File: src/rpd_pkg.sv
package rpd_pkg;

   typedef enum logic {
      KIND_DATA = 1'b0,
      KIND_END  = 1'b1
   } kind_type;

   typedef enum logic {
      CAUSE_TERMINATOR   = 1'b0,
      CAUSE_SYMBOL_ERROR = 1'b1
   } cause_type;

   typedef enum logic [0:0] {
      CSR_MAX_PACKET_LEN = 1'b0,
      CSR_CRC_POLY       = 1'b1
   } csr_index_type;

   localparam logic [7:0] MAX_PACKET_LEN_RESET = 8'd250;
   localparam logic [7:0] CRC_POLY_RESET       = 8'h9b;
   localparam logic [4:0] SYM_INVALID          = 5'd16;
   localparam logic [7:0] COUNT_MAX            = 8'hff;

   // result queue
   localparam int unsigned FIFO_DEPTH        = 4;
   localparam int unsigned FIFO_PTR_W        = $clog2(FIFO_DEPTH);
   localparam int unsigned FIFO_CNT_W        = $clog2(FIFO_DEPTH + 1);
   localparam logic [FIFO_CNT_W-1:0] FIFO_ACCEPT_LIMIT = FIFO_CNT_W'(FIFO_DEPTH - 2);

   typedef struct packed {
      kind_type   kind;
      logic [7:0] data_byte;
      logic       last;
      logic [7:0] seq_number;
      logic [7:0] packet_len;
      logic [7:0] crc_calc;
      logic [7:0] crc_rx;
      logic       crc_ok;
      cause_type  end_cause;
      logic       overlong;
      logic [7:0] rssi_out;
      logic [7:0] error_total;
   } result_type;

   // 4b6b symbol to nibble, SYM_INVALID for codes with no nibble
   function automatic logic [4:0] sym_decode(input logic [5:0] sym);
      logic [4:0] nib;
      case (sym)
         6'd11: nib = 5'd11;
         6'd13: nib = 5'd13;
         6'd14: nib = 5'd14;
         6'd21: nib = 5'd0;
         6'd22: nib = 5'd7;
         6'd25: nib = 5'd9;
         6'd26: nib = 5'd8;
         6'd28: nib = 5'd15;
         6'd35: nib = 5'd3;
         6'd37: nib = 5'd5;
         6'd38: nib = 5'd6;
         6'd42: nib = 5'd10;
         6'd44: nib = 5'd12;
         6'd49: nib = 5'd1;
         6'd50: nib = 5'd2;
         6'd52: nib = 5'd4;
         default: nib = SYM_INVALID;
      endcase
      return nib;
   endfunction

   // crc-8, msb first, one byte
   function automatic logic [7:0] crc8_byte(input logic [7:0] crc, input logic [7:0] data,
                                            input logic [7:0] poly);
      logic [7:0] c;
      c = crc ^ data;
      for (int i = 0; i < 8; i++) begin
         if (c[7]) begin
            c = {c[6:0], 1'b0} ^ poly;
         end else begin
            c = {c[6:0], 1'b0};
         end
      end
      return c;
   endfunction

endpackage

File: src/rpd_req_if.sv
interface rpd_req_if;
   logic       valid;
   logic       ready;
   logic [7:0] raw_byte;
   logic [7:0] rssi;

   modport source (output valid, output raw_byte, output rssi, input ready);
   modport sink (input valid, input raw_byte, input rssi, output ready);
endinterface

File: src/rpd_rsp_if.sv
interface rpd_rsp_if;
   logic       valid;
   logic       ready;
   logic       kind;
   logic [7:0] data_byte;
   logic       last;
   logic [7:0] seq_number;
   logic [7:0] packet_len;
   logic [7:0] crc_calc;
   logic [7:0] crc_rx;
   logic       crc_ok;
   logic       end_cause;
   logic       overlong;
   logic [7:0] rssi_out;
   logic [7:0] error_total;

   modport source (output valid, output kind, output data_byte, output last,
                   output seq_number, output packet_len, output crc_calc, output crc_rx,
                   output crc_ok, output end_cause, output overlong, output rssi_out,
                   output error_total, input ready);
   modport sink (input valid, input kind, input data_byte, input last,
                 input seq_number, input packet_len, input crc_calc, input crc_rx,
                 input crc_ok, input end_cause, input overlong, input rssi_out,
                 input error_total, output ready);
endinterface

File: src/radio_4b6b_packet_decoder.sv
// 4b6b radio packet decoder with crc-8 check.
// req_chan carries raw received bytes with the current rssi; a zero byte ends
// a packet. rsp_chan carries decoded data bytes (kind 0) and packet end records
// (kind 1); last marks the final result caused by one input byte.
// csr_we/csr_index/csr_wdata write max_packet_len (index 0) and crc_poly
// (index 1); write only while the block is idle.
// Each input byte is decoded in the cycle it transfers: up to two 6-bit symbol
// lookups and one crc byte step sit between the state registers and a
// four-entry result queue. A byte causes zero, one or two results; they are
// written into the registered queue and reach rsp_chan from its head.
// One byte is accepted per cycle as long as the queue holds two results or
// fewer, so throughput is one byte per cycle while each byte yields at most
// one result, and is set by the single-entry-per-cycle queue read otherwise.
// When the receiver stalls the queue fills and req_chan.ready drops once three
// results are waiting; nothing is lost.
// Reset (synchronous, active high) empties the queue, clears symbol and packet
// state, zeroes the packet sequence number and sets max_packet_len to 250 and
// crc_poly to 0x9b.
module radio_4b6b_packet_decoder (
   input  logic             clock,
   input  logic             reset,
   rpd_req_if.sink          req_chan,
   rpd_rsp_if.source        rsp_chan,
   input  logic             csr_we,
   input  logic [0:0]       csr_index,
   input  logic [7:0]       csr_wdata
);
   import rpd_pkg::*;

   // configuration
   logic [7:0] max_len_ff;
   logic [7:0] poly_ff;

   // decoder state
   logic [15:0] shift_ff, shift_in;
   logic [3:0]  bit_count_ff, bit_count_in;
   logic [3:0]  nib_hold_ff, nib_hold_in;
   logic        nib_valid_ff, nib_valid_in;
   logic [7:0]  pkt_len_ff, pkt_len_in;
   logic [7:0]  crc_run_ff, crc_run_in;
   logic [7:0]  crc_prev_ff, crc_prev_in;
   logic [7:0]  last_data_ff, last_data_in;
   logic [7:0]  seq_ff, seq_in;
   logic [7:0]  err_cnt_ff, err_cnt_in;

   // result queue
   result_type                fifo_ff [FIFO_DEPTH];
   logic [FIFO_PTR_W-1:0]     wr_ptr_ff, wr_ptr_in;
   logic [FIFO_PTR_W-1:0]     rd_ptr_ff, rd_ptr_in;
   logic [FIFO_CNT_W-1:0]     count_ff, count_in;

   result_type  res0, res1;
   logic [1:0]  n_res;
   logic        take;
   logic        pop;
   result_type  head;

   function automatic result_type end_record(
      input logic [7:0] seq, input logic [7:0] len, input logic [7:0] crc_prev,
      input logic [7:0] last_data, input cause_type cause, input logic [7:0] max_len,
      input logic [7:0] rssi, input logic [7:0] err_cnt);
      result_type r;
      r             = '0;
      r.kind        = KIND_END;
      r.last        = 1'b1;
      r.seq_number  = seq;
      r.packet_len  = len;
      r.crc_calc    = (len != 8'd0) ? crc_prev : 8'd0;
      r.crc_rx      = (len != 8'd0) ? last_data : 8'd0;
      r.crc_ok      = (len != 8'd0) && (crc_prev == last_data);
      r.end_cause   = cause;
      r.overlong    = (len >= max_len);
      r.rssi_out    = rssi;
      r.error_total = err_cnt;
      return r;
   endfunction

   assign take = req_chan.valid && req_chan.ready;
   assign pop  = rsp_chan.valid && rsp_chan.ready;
   assign req_chan.ready = (count_ff <= FIFO_ACCEPT_LIMIT);

   always_comb begin
      logic [4:0] cnt_wide;
      logic [3:0] cnt;
      logic       done;
      logic [5:0] sym;
      logic [4:0] nib;
      logic [7:0] dec_byte;
      logic [15:0] shifted;

      shift_in     = shift_ff;
      bit_count_in = bit_count_ff;
      nib_hold_in  = nib_hold_ff;
      nib_valid_in = nib_valid_ff;
      pkt_len_in   = pkt_len_ff;
      crc_run_in   = crc_run_ff;
      crc_prev_in  = crc_prev_ff;
      last_data_in = last_data_ff;
      seq_in       = seq_ff;
      err_cnt_in   = err_cnt_ff;
      res0         = '0;
      res1         = '0;
      n_res        = 2'd0;
      cnt_wide     = '0;
      cnt          = '0;
      done         = 1'b0;
      sym          = '0;
      nib          = '0;
      dec_byte     = '0;
      shifted      = '0;

      if (take) begin
         if (req_chan.raw_byte == 8'd0) begin
            res0  = end_record(seq_ff, pkt_len_ff, crc_prev_ff, last_data_ff,
                               CAUSE_TERMINATOR, max_len_ff, req_chan.rssi, err_cnt_ff);
            n_res = 2'd1;
            seq_in       = seq_ff + 8'd1;
            shift_in     = '0;
            bit_count_in = '0;
            nib_hold_in  = '0;
            nib_valid_in = 1'b0;
            err_cnt_in   = '0;
            pkt_len_in   = '0;
            crc_run_in   = '0;
            crc_prev_in  = '0;
            last_data_in = '0;
         end else begin
            shift_in = {shift_ff[7:0], req_chan.raw_byte};
            cnt_wide = {1'b0, bit_count_ff} + 5'd8;
            cnt      = (cnt_wide > 5'd15) ? 4'd15 : cnt_wide[3:0];
            // at most two symbols fit in the queued bits
            for (int i = 0; i < 2; i++) begin
               if (!done && cnt >= 4'd6) begin
                  cnt     = cnt - 4'd6;
                  shifted = shift_in >> cnt;
                  sym     = shifted[5:0];
                  if (sym != 6'd0) begin
                     nib = sym_decode(sym);
                     if (nib == SYM_INVALID) begin
                        if (err_cnt_in != COUNT_MAX) begin
                           err_cnt_in = err_cnt_in + 8'd1;
                        end
                        done = 1'b1;
                     end else if (nib_valid_in) begin
                        dec_byte       = {nib_hold_in, nib[3:0]};
                        res0           = '0;
                        res0.kind      = KIND_DATA;
                        res0.data_byte = dec_byte;
                        res0.last      = 1'b1;
                        n_res          = 2'd1;
                        crc_prev_in    = crc_run_in;
                        crc_run_in     = crc8_byte(crc_run_in, dec_byte, poly_ff);
                        last_data_in   = dec_byte;
                        if (pkt_len_in != COUNT_MAX) begin
                           pkt_len_in = pkt_len_in + 8'd1;
                        end
                        nib_valid_in = 1'b0;
                        nib_hold_in  = '0;
                     end else begin
                        nib_hold_in  = nib[3:0];
                        nib_valid_in = 1'b1;
                     end
                  end
               end
            end
            bit_count_in = cnt;

            // an error ends a non-empty packet, also one counted while it was empty
            if (err_cnt_in != 8'd0 && pkt_len_in != 8'd0) begin
               if (n_res == 2'd1) begin
                  res0.last = 1'b0;
                  res1  = end_record(seq_in, pkt_len_in, crc_prev_in, last_data_in,
                                     CAUSE_SYMBOL_ERROR, max_len_ff, req_chan.rssi,
                                     err_cnt_in);
                  n_res = 2'd2;
               end else begin
                  res0  = end_record(seq_in, pkt_len_in, crc_prev_in, last_data_in,
                                     CAUSE_SYMBOL_ERROR, max_len_ff, req_chan.rssi,
                                     err_cnt_in);
                  n_res = 2'd1;
               end
               seq_in       = seq_ff + 8'd1;
               shift_in     = '0;
               bit_count_in = '0;
               nib_hold_in  = '0;
               nib_valid_in = 1'b0;
               err_cnt_in   = '0;
               pkt_len_in   = '0;
               crc_run_in   = '0;
               crc_prev_in  = '0;
               last_data_in = '0;
            end
         end
      end
   end

   always_comb begin
      wr_ptr_in = wr_ptr_ff + FIFO_PTR_W'(n_res);
      rd_ptr_in = rd_ptr_ff + FIFO_PTR_W'(pop);
      count_in  = count_ff + FIFO_CNT_W'(n_res) - FIFO_CNT_W'(pop);
   end

   always_ff @(posedge clock) begin
      if (reset) begin
         max_len_ff   <= MAX_PACKET_LEN_RESET;
         poly_ff      <= CRC_POLY_RESET;
         shift_ff     <= '0;
         bit_count_ff <= '0;
         nib_hold_ff  <= '0;
         nib_valid_ff <= 1'b0;
         pkt_len_ff   <= '0;
         crc_run_ff   <= '0;
         crc_prev_ff  <= '0;
         last_data_ff <= '0;
         seq_ff       <= '0;
         err_cnt_ff   <= '0;
         wr_ptr_ff    <= '0;
         rd_ptr_ff    <= '0;
         count_ff     <= '0;
      end else begin
         if (csr_we) begin
            case (csr_index_type'(csr_index))
               CSR_MAX_PACKET_LEN: max_len_ff <= csr_wdata;
               CSR_CRC_POLY:       poly_ff    <= csr_wdata;
               default: ;
            endcase
         end
         shift_ff     <= shift_in;
         bit_count_ff <= bit_count_in;
         nib_hold_ff  <= nib_hold_in;
         nib_valid_ff <= nib_valid_in;
         pkt_len_ff   <= pkt_len_in;
         crc_run_ff   <= crc_run_in;
         crc_prev_ff  <= crc_prev_in;
         last_data_ff <= last_data_in;
         seq_ff       <= seq_in;
         err_cnt_ff   <= err_cnt_in;
         wr_ptr_ff    <= wr_ptr_in;
         rd_ptr_ff    <= rd_ptr_in;
         count_ff     <= count_in;
      end
   end

   // queue storage, up to two entries written per transfer
   always_ff @(posedge clock) begin
      if (n_res != 2'd0) begin
         fifo_ff[wr_ptr_ff] <= res0;
      end
      if (n_res == 2'd2) begin
         fifo_ff[wr_ptr_ff + FIFO_PTR_W'(1)] <= res1;
      end
   end

   assign head = fifo_ff[rd_ptr_ff];

   assign rsp_chan.valid       = (count_ff != '0);
   assign rsp_chan.kind        = head.kind;
   assign rsp_chan.data_byte   = head.data_byte;
   assign rsp_chan.last        = head.last;
   assign rsp_chan.seq_number  = head.seq_number;
   assign rsp_chan.packet_len  = head.packet_len;
   assign rsp_chan.crc_calc    = head.crc_calc;
   assign rsp_chan.crc_rx      = head.crc_rx;
   assign rsp_chan.crc_ok      = head.crc_ok;
   assign rsp_chan.end_cause   = head.end_cause;
   assign rsp_chan.overlong    = head.overlong;
   assign rsp_chan.rssi_out    = head.rssi_out;
   assign rsp_chan.error_total = head.error_total;

endmodule

File: src/flat_wrapper.sv
// flat-port wrapper written by rule: the top's interface ports become plain ports
module radio_4b6b_packet_decoder_flat import rpd_pkg::*;
  (clock, reset, csr_we, csr_index, csr_wdata, req_chan_valid, req_chan_raw_byte, req_chan_rssi, req_chan_ready, rsp_chan_valid, rsp_chan_kind, rsp_chan_data_byte, rsp_chan_last, rsp_chan_seq_number, rsp_chan_packet_len, rsp_chan_crc_calc, rsp_chan_crc_rx, rsp_chan_crc_ok, rsp_chan_end_cause, rsp_chan_overlong, rsp_chan_rssi_out, rsp_chan_error_total, rsp_chan_ready);
  rpd_req_if req_chan_i ();
  rpd_rsp_if rsp_chan_i ();
  input  logic clock;
  input  logic reset;
  input  logic csr_we;
  input  logic [0:0] csr_index;
  input  logic [7:0] csr_wdata;
  input wire logic [$bits(req_chan_i.valid)-1:0] req_chan_valid;
  input wire logic [$bits(req_chan_i.raw_byte)-1:0] req_chan_raw_byte;
  input wire logic [$bits(req_chan_i.rssi)-1:0] req_chan_rssi;
  output wire logic [$bits(req_chan_i.ready)-1:0] req_chan_ready;
  output wire logic [$bits(rsp_chan_i.valid)-1:0] rsp_chan_valid;
  output wire logic [$bits(rsp_chan_i.kind)-1:0] rsp_chan_kind;
  output wire logic [$bits(rsp_chan_i.data_byte)-1:0] rsp_chan_data_byte;
  output wire logic [$bits(rsp_chan_i.last)-1:0] rsp_chan_last;
  output wire logic [$bits(rsp_chan_i.seq_number)-1:0] rsp_chan_seq_number;
  output wire logic [$bits(rsp_chan_i.packet_len)-1:0] rsp_chan_packet_len;
  output wire logic [$bits(rsp_chan_i.crc_calc)-1:0] rsp_chan_crc_calc;
  output wire logic [$bits(rsp_chan_i.crc_rx)-1:0] rsp_chan_crc_rx;
  output wire logic [$bits(rsp_chan_i.crc_ok)-1:0] rsp_chan_crc_ok;
  output wire logic [$bits(rsp_chan_i.end_cause)-1:0] rsp_chan_end_cause;
  output wire logic [$bits(rsp_chan_i.overlong)-1:0] rsp_chan_overlong;
  output wire logic [$bits(rsp_chan_i.rssi_out)-1:0] rsp_chan_rssi_out;
  output wire logic [$bits(rsp_chan_i.error_total)-1:0] rsp_chan_error_total;
  input wire logic [$bits(rsp_chan_i.ready)-1:0] rsp_chan_ready;
  assign req_chan_i.valid = req_chan_valid;
  assign req_chan_i.raw_byte = req_chan_raw_byte;
  assign req_chan_i.rssi = req_chan_rssi;
  assign req_chan_ready = req_chan_i.ready;
  assign rsp_chan_valid = rsp_chan_i.valid;
  assign rsp_chan_kind = rsp_chan_i.kind;
  assign rsp_chan_data_byte = rsp_chan_i.data_byte;
  assign rsp_chan_last = rsp_chan_i.last;
  assign rsp_chan_seq_number = rsp_chan_i.seq_number;
  assign rsp_chan_packet_len = rsp_chan_i.packet_len;
  assign rsp_chan_crc_calc = rsp_chan_i.crc_calc;
  assign rsp_chan_crc_rx = rsp_chan_i.crc_rx;
  assign rsp_chan_crc_ok = rsp_chan_i.crc_ok;
  assign rsp_chan_end_cause = rsp_chan_i.end_cause;
  assign rsp_chan_overlong = rsp_chan_i.overlong;
  assign rsp_chan_rssi_out = rsp_chan_i.rssi_out;
  assign rsp_chan_error_total = rsp_chan_i.error_total;
  assign rsp_chan_i.ready = rsp_chan_ready;
  radio_4b6b_packet_decoder u_core (.clock(clock), .reset(reset), .req_chan(req_chan_i), .rsp_chan(rsp_chan_i), .csr_we(csr_we), .csr_index(csr_index), .csr_wdata(csr_wdata));
endmodule
File: config.mk
export PLATFORM = sky130hd
export DESIGN_NAME = radio_4b6b_packet_decoder_flat
export DESIGN_NICKNAME = d
export VERILOG_FILES = /design/src/rpd_pkg.sv /design/src/rpd_req_if.sv /design/src/rpd_rsp_if.sv /design/src/radio_4b6b_packet_decoder.sv /design/src/flat_wrapper.sv
export SDC_FILE = /design/constraint.sdc
export NUM_CORES = 1
export LEC_CHECK = 0
export ABC_AREA = 1
export BUFFER_PORTS_ARGS = -buffer_cell sky130_fd_sc_hd__clkbuf_2
export CAP_MARGIN = 15
export CORE_MARGIN = 5
export CORE_UTILIZATION = 25
export DETAILED_ROUTE_END_ITERATION = 7
export SLEW_MARGIN = 20
export SYNTH_ARGS = -nofsm -noshare
export SYNTH_HDL_FRONTEND = slang
export SYNTH_SLANG_ARGS = --single-unit
export TNS_END_PERCENT = 50
File: constraint.sdc
create_clock -name clock -period 22.7 [get_ports clock]
set_input_delay 6.81 -clock clock [delete_from_list [all_inputs] [get_ports clock]]
set_output_delay 6.81 -clock clock [all_outputs]
set_load 0.02 [all_outputs]
# Word-level counts from Yosys, hierarchy flattened
# Memory sizes are Yosys's and may differ from the RTL's. A register that Yosys moved wholly into a read port is not among the register bits.
# Cells that the tools add are included.
[word_totals]
mem_count = 3
out_inout_bits = 63
ram_bits = 244
inputBits = 30
reg_bits = 88
word_cells = 342
rom_bits = 640
[op_classes]
addsub = 13
shifts = 2
n_eq_ne = 10
reduce_logical = 19
bitwise = 19
muxes = 255
magnitude_cmp = 6
[memory_table]
columns = ["name", "words", "word_bits", "read_ports", "rd_clocked_by_memory_dff", "write_ports", "line", "text"]
rows = [
  ["(no name shown)", 64, 5, 1, 0, 0, "rpd_pkg.sv:47", "case (sym)"],
  ["(no name shown)", 64, 5, 1, 0, 0, "rpd_pkg.sv:47", ""],
  ["u_core.fifo_ff", 4, 61, 1, 1, 2, "radio_4b6b_packet_decoder.sv:47", "result_type fifo_ff [FIFO_DEPTH];"],
]
[op_table]
columns = ["operator", "n"]
rows = [
  ["$mux W8", 174],
  ["$mux W61", 14],
  ["$xor A8 B8 Y8", 18],
  ["$mux W4", 19],
  ["$mux W60", 1],
  ["$mux W51", 1],
  ["$add A8 B1 Y8 const B", 5],
  ["$mux W5", 8],
  ["$ne A8 B8 Y1 const B", 4],
  ["$shr A16 B4 Y6", 2],
  ["$mux W2", 14],
  ["$reduce_bool A8 Y1", 3],
  ["$mux W1", 23],
  ["$eq A8 B8 Y1", 2],
  ["$ge A8 B8 Y1", 2],
  ["$reduce_bool A6 Y1", 2],
  ["$eq A5 B5 Y1 const B", 2],
  ["$mux W9", 1],
  ["$ge A4 B3 Y1 const B", 2],
  ["$logic_not A8 Y1", 1],
  ["$sub A4 B3 Y4 const B", 2],
  ["$logic_and A1 B1 Y1", 6],
  ["$reduce_and A2 Y1", 3],
  ["$add A4 B4 Y5 const B", 1],
  ["13 further kinds", 14],
]

# Longest topological paths before layout
# Gate-level depths: netlist of run 1.
[logic_depth]
ltp_word = 140
mapped_depth = 66
ltp_nobuf = 64

# Worst setup path after synthesis of run 1
# Ideal clock, no wire load.
[synth_path]
path_type = "input-to-reg"
from = "input port req_chan_raw_byte[1]"
to = "memory u_core.fifo_ff[0][0] in the netlist's numbering (enable)"
path_stages = 40
setup_ns = 0.616
t_required_ns = 22.084
setup_slack_ns = 8.610
n_path_buf = 2
arrival_time_ns = 13.474
path_cell_list = "o21ai_0 nand2_1 nand3_1 o21ai_0 o21ai_0 inv_1 ha_1 nand3_1 nor2_1 nor2_1 inv_1 nand2_2 nor2_4 nor3_1 nand2_1 inv_2 buf_4 nand2_1 [... 4 more ...] inv_1 or2_1 nor2_1 nand3_1 nand4_1 nor4_1 nand2_1 xnor2_1 nor4_1 nand2_1 nand2_1 inv_1 ha_1 o21ai_0 nand2_1 nand3_1 clkbuf_1 nand2_1"
[synth_lines]
columns = ["item", "line", "text"]
rows = [
  ["start, declared", "flat_wrapper.sv:12", "input wire logic [$bits(req_chan_i.raw_byte)-1:0] req_chan_raw_byte;"],
  ["end, declared", "radio_4b6b_packet_decoder.sv:47", ""],
]

==> key figures, run 1 <==
Floorplan
  – Die X: a little over 300 µm
  – Die area: 92,050 µm²
  – Initial Utilization: 25.24%
  – Core Region: 85,280 µm²
  – I/O pins: 93
  – # rows: 107
  – Die height: 303.4 µm

Timing
  – PnR worst setup slack: 7.533 ns
  – Setup Skew: 0.02472 ns
  – Headroom to the max-slew limit: about 34%
  – Slew Limit Fails: 0
  – Setup tns final: 0 ns
  – Final setup fails: 0
  – RSZ-0062 raised after global routing: false
  – Worst Max-Slew Pin Slew: between 0.9 and 1 ns
  – Final hold viol count: 0
  – Period utilisation layout: 66.81%
  – Fmax: 65.93 MHz
  – Final min period: around 15 ns

Clock network
  – Post-CTS Setup Bufs: 0
  – Max clock buf depth: 3
  – Post-CTS sizing: 0
  – CTS Hold Bufs: 0
  – Inserted Clock Buffers: 38
  – Clk sinks: about 330
  – Worst-path clk slew: roughly 0.060 ns
  – CTS root buffer: clkbuf_16
  – TritonCTS clock tree: yes
  – Insertion delay to the later sink of the worst-skew pair: roughly 0.57 ns
  – H-tree Lvls: 2

Place
  – PortBufs: 92
  – Dpl hpwl: 47.45 mm
  – GP Congestion: 0.8752
  – Cells after DPL: slightly below 4k
  – Worst slack at placement: just over 7 ns

GRT
  – Global-route wire length before repair: about 110 mm
  – Initial antenna violation count: 1
  – Total grt overflow: 0
  – Vias in the first global route: 18.86k
  – Maximum number of pins on one net before global-route repair: 71
  – Total GRT Usage: between 10% and 20%

Synthesis
  – Register area share after synthesis: 40.74%
  – Fraction of registers with async set/reset: 0%
  – Post-Syn Area: 21,520 µm²
  – Synth warn: 0
  – Cells after Synth: around 2.8k
  – Netlist cell types: 65
  – Register bit total from synthesis: 332
  – EDFF count, synth: 212
  – Most used DFF post-synth: edfxtp_1
  – Syn_nets: 2,923
  – Average cell area after synthesis: around 7.6 µm²

Critical path
  – CP Launch Type: primary input
  – Crit-path max cell delay: 0.70 ns
  – Crit path DAT: 15.43 ns
  – Crit end category: flop
  – CP most frequent cell: nand2_1
  – CP max FO: 70
  – Slowest CP cell: nand2_2
  – CP Buf/Inv Count: 10
  – Setup CP Type: in -> reg
  – WP data required: ~23 ns
  – Crit-path leading delay family: simple AND/OR/NAND/NOR gates

Final layout
  – Nets: 2,914
  – Fin cells: 4,012
  – Share of cells above drive strength 1: 10.25%
  – Area Growth Syn to Fin: 12.28%
  – Layout fillers: 9,193

Route
  – Via count: 20.39k
  – WL per Instance: 17.67 µm
  – DR vias/cell: 5.082
  – Routed Antenna Nets: 0
  – Final routed DRC violation total: 0
  – DRT iter0 DRCs: roughly 2.3k
  – Drt total wl: 70.89 mm
  – First-pass iteration count of the detailed router: 8

Run
  – Max_cap viols: 0

Outcome
  – Status: complete, no violations

Hold path
  – Hold crit path type: reg -> reg
==> flip-flops by register name, summed over array words and instances (netlist names), 2 cells and up <==
signal,cells
u_core.crc_prev_ff,8
u_core.nib_hold_ff,4
u_core.poly_ff,8
u_core.rd_ptr_ff,2
u_core.bit_count_ff,4
u_core.pkt_len_ff,8
u_core.count_ff,3
u_core.max_len_ff,8
u_core.fifo_ff,244
u_core.err_cnt_ff,8
u_core.shift_ff,8
u_core.last_data_ff,8
u_core.crc_run_ff,8
u_core.wr_ptr_ff,2
u_core.seq_ff,8
==> area by class of cell <==
type	count	area, µm²	share of cell area [%]
Clock buffer	46	980.9	4.059
Timing Repair Buffer	129	738.2	3.055
Clock inverter	24	206.4	0.8543
Inverter	230	867.1	3.588
Sequential cell	332	8773	36.31
Antenna cell	1	2.502	0.01036
Multi-Input combinational cell	2106	11160	46.20
Tap cell	1144	1431	5.923
==> cells in the mapped netlist, drive strengths merged, types with 43 or more instances <==
cell type / count / area, µm²
a21oi: 109 / 553.0
buf: 43 / 285.3
clkbuf: 135 / 506.7
dfxtp: 120 / 2402
edfxtp: 212 / 6366
ha: 46 / 575.6
inv: 224 / 843.3
nand2: 685 / 2744
nand3: 248 / 1311
nor2: 238 / 930.9
o211ai: 50 / 375.4
o21ai: 270 / 1363
o22ai: 263 / 1645
xor2: 61 / 560.6
==> placed cells by master, fill, tap and decap left out, types with 8 or more instances in the layout <==
cell type / n
clkinv_2: 12
nand2_1: 631
buf_4: 37
nand2_2: 43
nor3_1: 16
clkinv_1: 13
o22ai_1: 263
nor4_1: 9
nor2_1: 228
inv_1: 211
o21ai_0: 262
o21a_1: 8
clkbuf_2: 92
xnor2_1: 32
clkbuf_1: 8
clkbuf_16: 38
a21oi_1: 107
inv_2: 11
xor2_1: 59
edfxtp_1: 212
nand3_2: 20
nand3_1: 228
o211ai_1: 50
nand2_4: 11
ha_1: 46
dfxtp_1: 118
==> layer usage <==
| layer | vias up | GRT usage [%] | share of wire (%) |
|---|---|---|---|
| li1 | 9896 | - | - |
| met5 | - | 0 | 0 |
| met3 | 115 | 2.219 | 7.7 |
| met2 | 789 | 24.55 | 46 |
| met1 | 9589 | 20.08 | 43 |
| met4 | 0 | 4.134 | 2.6 |
==> cell families (layout without fill, tap and decap cells) <==
logic type | Yosys count | after routing | share of synthesized area (%)
XOR/XNOR | 94 | 94 | 3.982
AND/OR/NAND/NOR | 1222 | 1222 | 24.66
buffers and inverters | 408 | 429 | 7.703
flip-flops | 332 | 332 | 40.74
other | 0 | 1 | 0
adder cells (fa/ha/maj) | 47 | 47 | 2.767
AO/OA/AOI/OAI | 743 | 743 | 20.14
==> tightest hold or removal path, delay by kind of cell (launching register included) <==
kind             cells  cell delay (ns)
AND/OR/NAND/NOR      1             0.06
flip-flops           1             0.31
AO/OA/AOI/OAI        1             0.05
==> per-stage QoR <==
| step | cell area (µm²) | util [%] | hold slack (ns) |
|---|---|---|---|
| 2_1_floorplan | 21520 | - | 0.4453 |
| 3_3_place_gp | 22970 | 26.94 | 0.4535 |
| 3_5_place_dp | 22970 | 26.94 | 0.4553 |
| 4_1_cts | 24160 | 28.33 | 0.4644 |
| 5_1_grt | 24160 | 28.33 | 0.4848 |
| 6_report | 24160 | 28.34 | 0.4636 |
==> worst paths after layout <==
path	end	slack, ns	start	cells after the start
setup / recovery	u_core.fifo_ff[3][35]	7.53	req_chan_raw_byte[0]	43
hold / removal	u_core.crc_run_ff[3]	0.46	u_core.crc_run_ff[3]	2
setup reg to reg	u_core.fifo_ff[3][35]	11.48	u_core.bit_count_ff[3]	39
hold reg to reg	u_core.crc_run_ff[3]	0.46	u_core.crc_run_ff[3]	2
Power of run 1 is not shown: default switching activity piles up to over one toggle a cycle in this logic, so the estimate is an artifact.
==> run 2, diff against run 1 <==
==> constraint.sdc (replaced) <==
create_clock -name clock -period 13.1 [get_ports clock]
set_input_delay 3.93 -clock clock [delete_from_list [all_inputs] [get_ports clock]]
set_output_delay 3.93 -clock clock [all_outputs]
set_load 0.02 [all_outputs]
==> key figures, run 2 (same netlist as run 1, synthesis figures left out) <==
Final layout
  – Antenna cells: 0 (-1)
  – Number of flip-flops in the largest register: 244 (unchanged)
  – Core Util, Final: 28.35% (about the same)
  – Area taken by flip-flops and latches: 8773 µm² (unchanged)
  – Commonest non-fill, non-tap cell in the layout: nand2_1
  – Area Growth Syn to Fin: 12.35% (about the same)
  – Most frequent cells in the layout: 631 x nand2_1, 263 x o22ai_1, 262 x o21ai_0, 228 x nand3_1, 228 x nor2_1
  – Share of cells above drive strength 1: 10.19% (-0.063 points)
  – Layout fillers: 9,181 (-0.13%)
  – Multi-input gate area: 11,160 µm² (unchanged)
  – Largest Register: u_core.fifo_ff
  – Nets: 2,915 (+0.034%)

Critical path
  – WP data required: 13.36 ns (-9.60 ns)
  – CP Launch Type: primary input
  – R2R cell count: 42 (+7.7%)
  – CP most frequent cell: nand2_1
  – Crit-path max cell delay: 0.73 ns (+0.03 ns)
  – Reg2reg setup slack: 3.33 ns (-8.15 ns)
  – Reg2reg start: u_core.bit_count_ff[3]
  – CP startpoint: req_chan_raw_byte[2]
  – Crit path DAT: 11.73 ns (-3.70 ns)
  – Crit end category: flop
  – CP max FO: 69 (-1.4%)
  – Slowest CP cell: buf_4
  – Setup CP Type: in -> reg
  – Worst r2r dst: u_core.fifo_ff[0][38]

Hold path
  – Hold path depth: 2 (unchanged)
  – Hold EP: u_core.crc_run_ff[3]
  – Hold crit path type: reg -> reg
  – Hold path start: u_core.crc_run_ff[3]

GRT
  – Global-route wire length before repair: 111.8 mm (+2.5%)
  – Total grt overflow: 0 (unchanged)
  – Vias in the first global route: 19.52k (+3.5%)
  – Initial antenna violation count: 2 (+1)
  – Total GRT Usage: 15.07% (+0.31 points)
  – Maximum number of pins on one net before global-route repair: 70 (-1.4%)

Clock network
  – CTS root buffer: clkbuf_16
  – Clk sinks: 332 (unchanged)
  – Worst-path clk slew: 0.06 ns (about the same)
  – Max clock buf depth: 3 (unchanged)
  – Post-CTS Setup Bufs: 0 (unchanged)
  – Inserted Clock Buffers: 36 (-5.3%)
  – H-tree Lvls: 2 (unchanged)
  – Insertion delay to the later sink of the worst-skew pair: 0.56 ns (about the same)
  – CTS Hold Bufs: 0 (unchanged)
  – TritonCTS clock tree: yes
  – Post-CTS sizing: 0 (unchanged)

Timing
  – Final hold viol count: 0 (unchanged)
  – Final setup fails: 0 (unchanged)
  – Worst Max-Slew Pin Slew: 1.106 ns (+0.1124 ns)
  – Fmax: 87.15 MHz
  – Final min period: 11.48 ns
  – Setup Skew: 0.03104 ns (+0.006314 ns)
  – Period utilisation layout: 87.60%
  – Slew Limit Fails: 0 (unchanged)
  – RSZ-0062 raised after global routing: false
  – Setup tns final: 0 ns (unchanged)
  – Headroom to the max-slew limit: 26.17% (-7.5 points)

Run
  – Max_cap viols: 0 (unchanged)

Route
  – Drt total wl: 72.08 mm (+1.7%)
  – DR vias/cell: 5.112 (+0.59%)
  – First-pass iteration count of the detailed router: 6 (-2)
  – DRT iter0 DRCs: 1,989 (-14%)
  – Final routed DRC violation total: 0 (unchanged)
  – Routed Antenna Nets: 0 (unchanged)
  – Via count: 20.49k (+0.51%)
  – WL per Instance: 17.98 µm (+1.8%)

Floorplan
  – Die X: 303.4 µm (unchanged)
  – Core Region: 85,280 µm² (unchanged)
  – # rows: 107 (unchanged)
  – Die area: 92,050 µm² (unchanged)
  – Initial Utilization: 25.24% (unchanged)
  – Die height: 303.4 µm (unchanged)
  – I/O pins: 93 (unchanged)

Place
  – PortBufs: 92 (unchanged)
  – Dpl hpwl: 46.74 mm (-1.5%)
  – GP Congestion: 0.8844 (+1.1%)

Outcome
  – Status: complete, no violations
-- run 2: layout make-up --
class / instances / share of cell area (%)
timing repair buffer: 132 / 3.405
tap: 1144 / 5.919
clock inverter: 13 / 0.4346
inverter: 230 / 3.586
clock buffer: 52 / 4.202
sequential: 332 / 36.28
multi-input combinational: 2106 / 46.17
-- run 2: routing by layer --
metal,up-vias,global-route usage (%),wire length (µm)
li1,9883,-,-
met1,9745,19.64,30410
met2,736,26.25,34760
met3,127,1.655,4789
met4,2,4.854,2108
met5,-,0,13
-- run 2: per-stage QoR --
step	std cells	hold WS, ns	instance area (µm²)	setup slack (ns)
global route	4009	0.4874	24180	0.7614
floorplan	2846	0.4453	21520	1.890
CTS	4009	0.4641	24180	1.699
finish	4009	0.4626	24180	1.625
global placement	3944	0.4531	23060	1.332
detailed placement	3944	0.4555	23060	1.146
-- run 2: worst max path at each step --
| stage | to | cells after the start |
|---|---|---|
| 6_report | u_core.fifo_ff[0][38] | 40 |
| 5_1_grt | u_core.fifo_ff[0][60] | 43 |
| 4_1_cts | u_core.fifo_ff[0][60] | 42 |
| 3_5_place_dp | u_core.fifo_ff[0][38] | 42 |
| 3_3_place_gp | u_core.fifo_ff[0][27] | 42 |
| 2_1_floorplan | u_core.fifo_ff[0][0] | 40 |
-- run 2: worst max-delay path: cells and delay by family --
| family | cells | cell delay (ns) |
|---|---|---|
| AND/OR/NAND/NOR | 22 | 3.27 |
| AO/OA/AOI/OAI | 6 | 1.55 |
| buffers and inverters | 7 | 1.52 |
| adder cells (fa/ha/maj) | 3 | 0.80 |
| XOR/XNOR | 2 | 0.57 |
Power of run 2 is left out for the same reason.
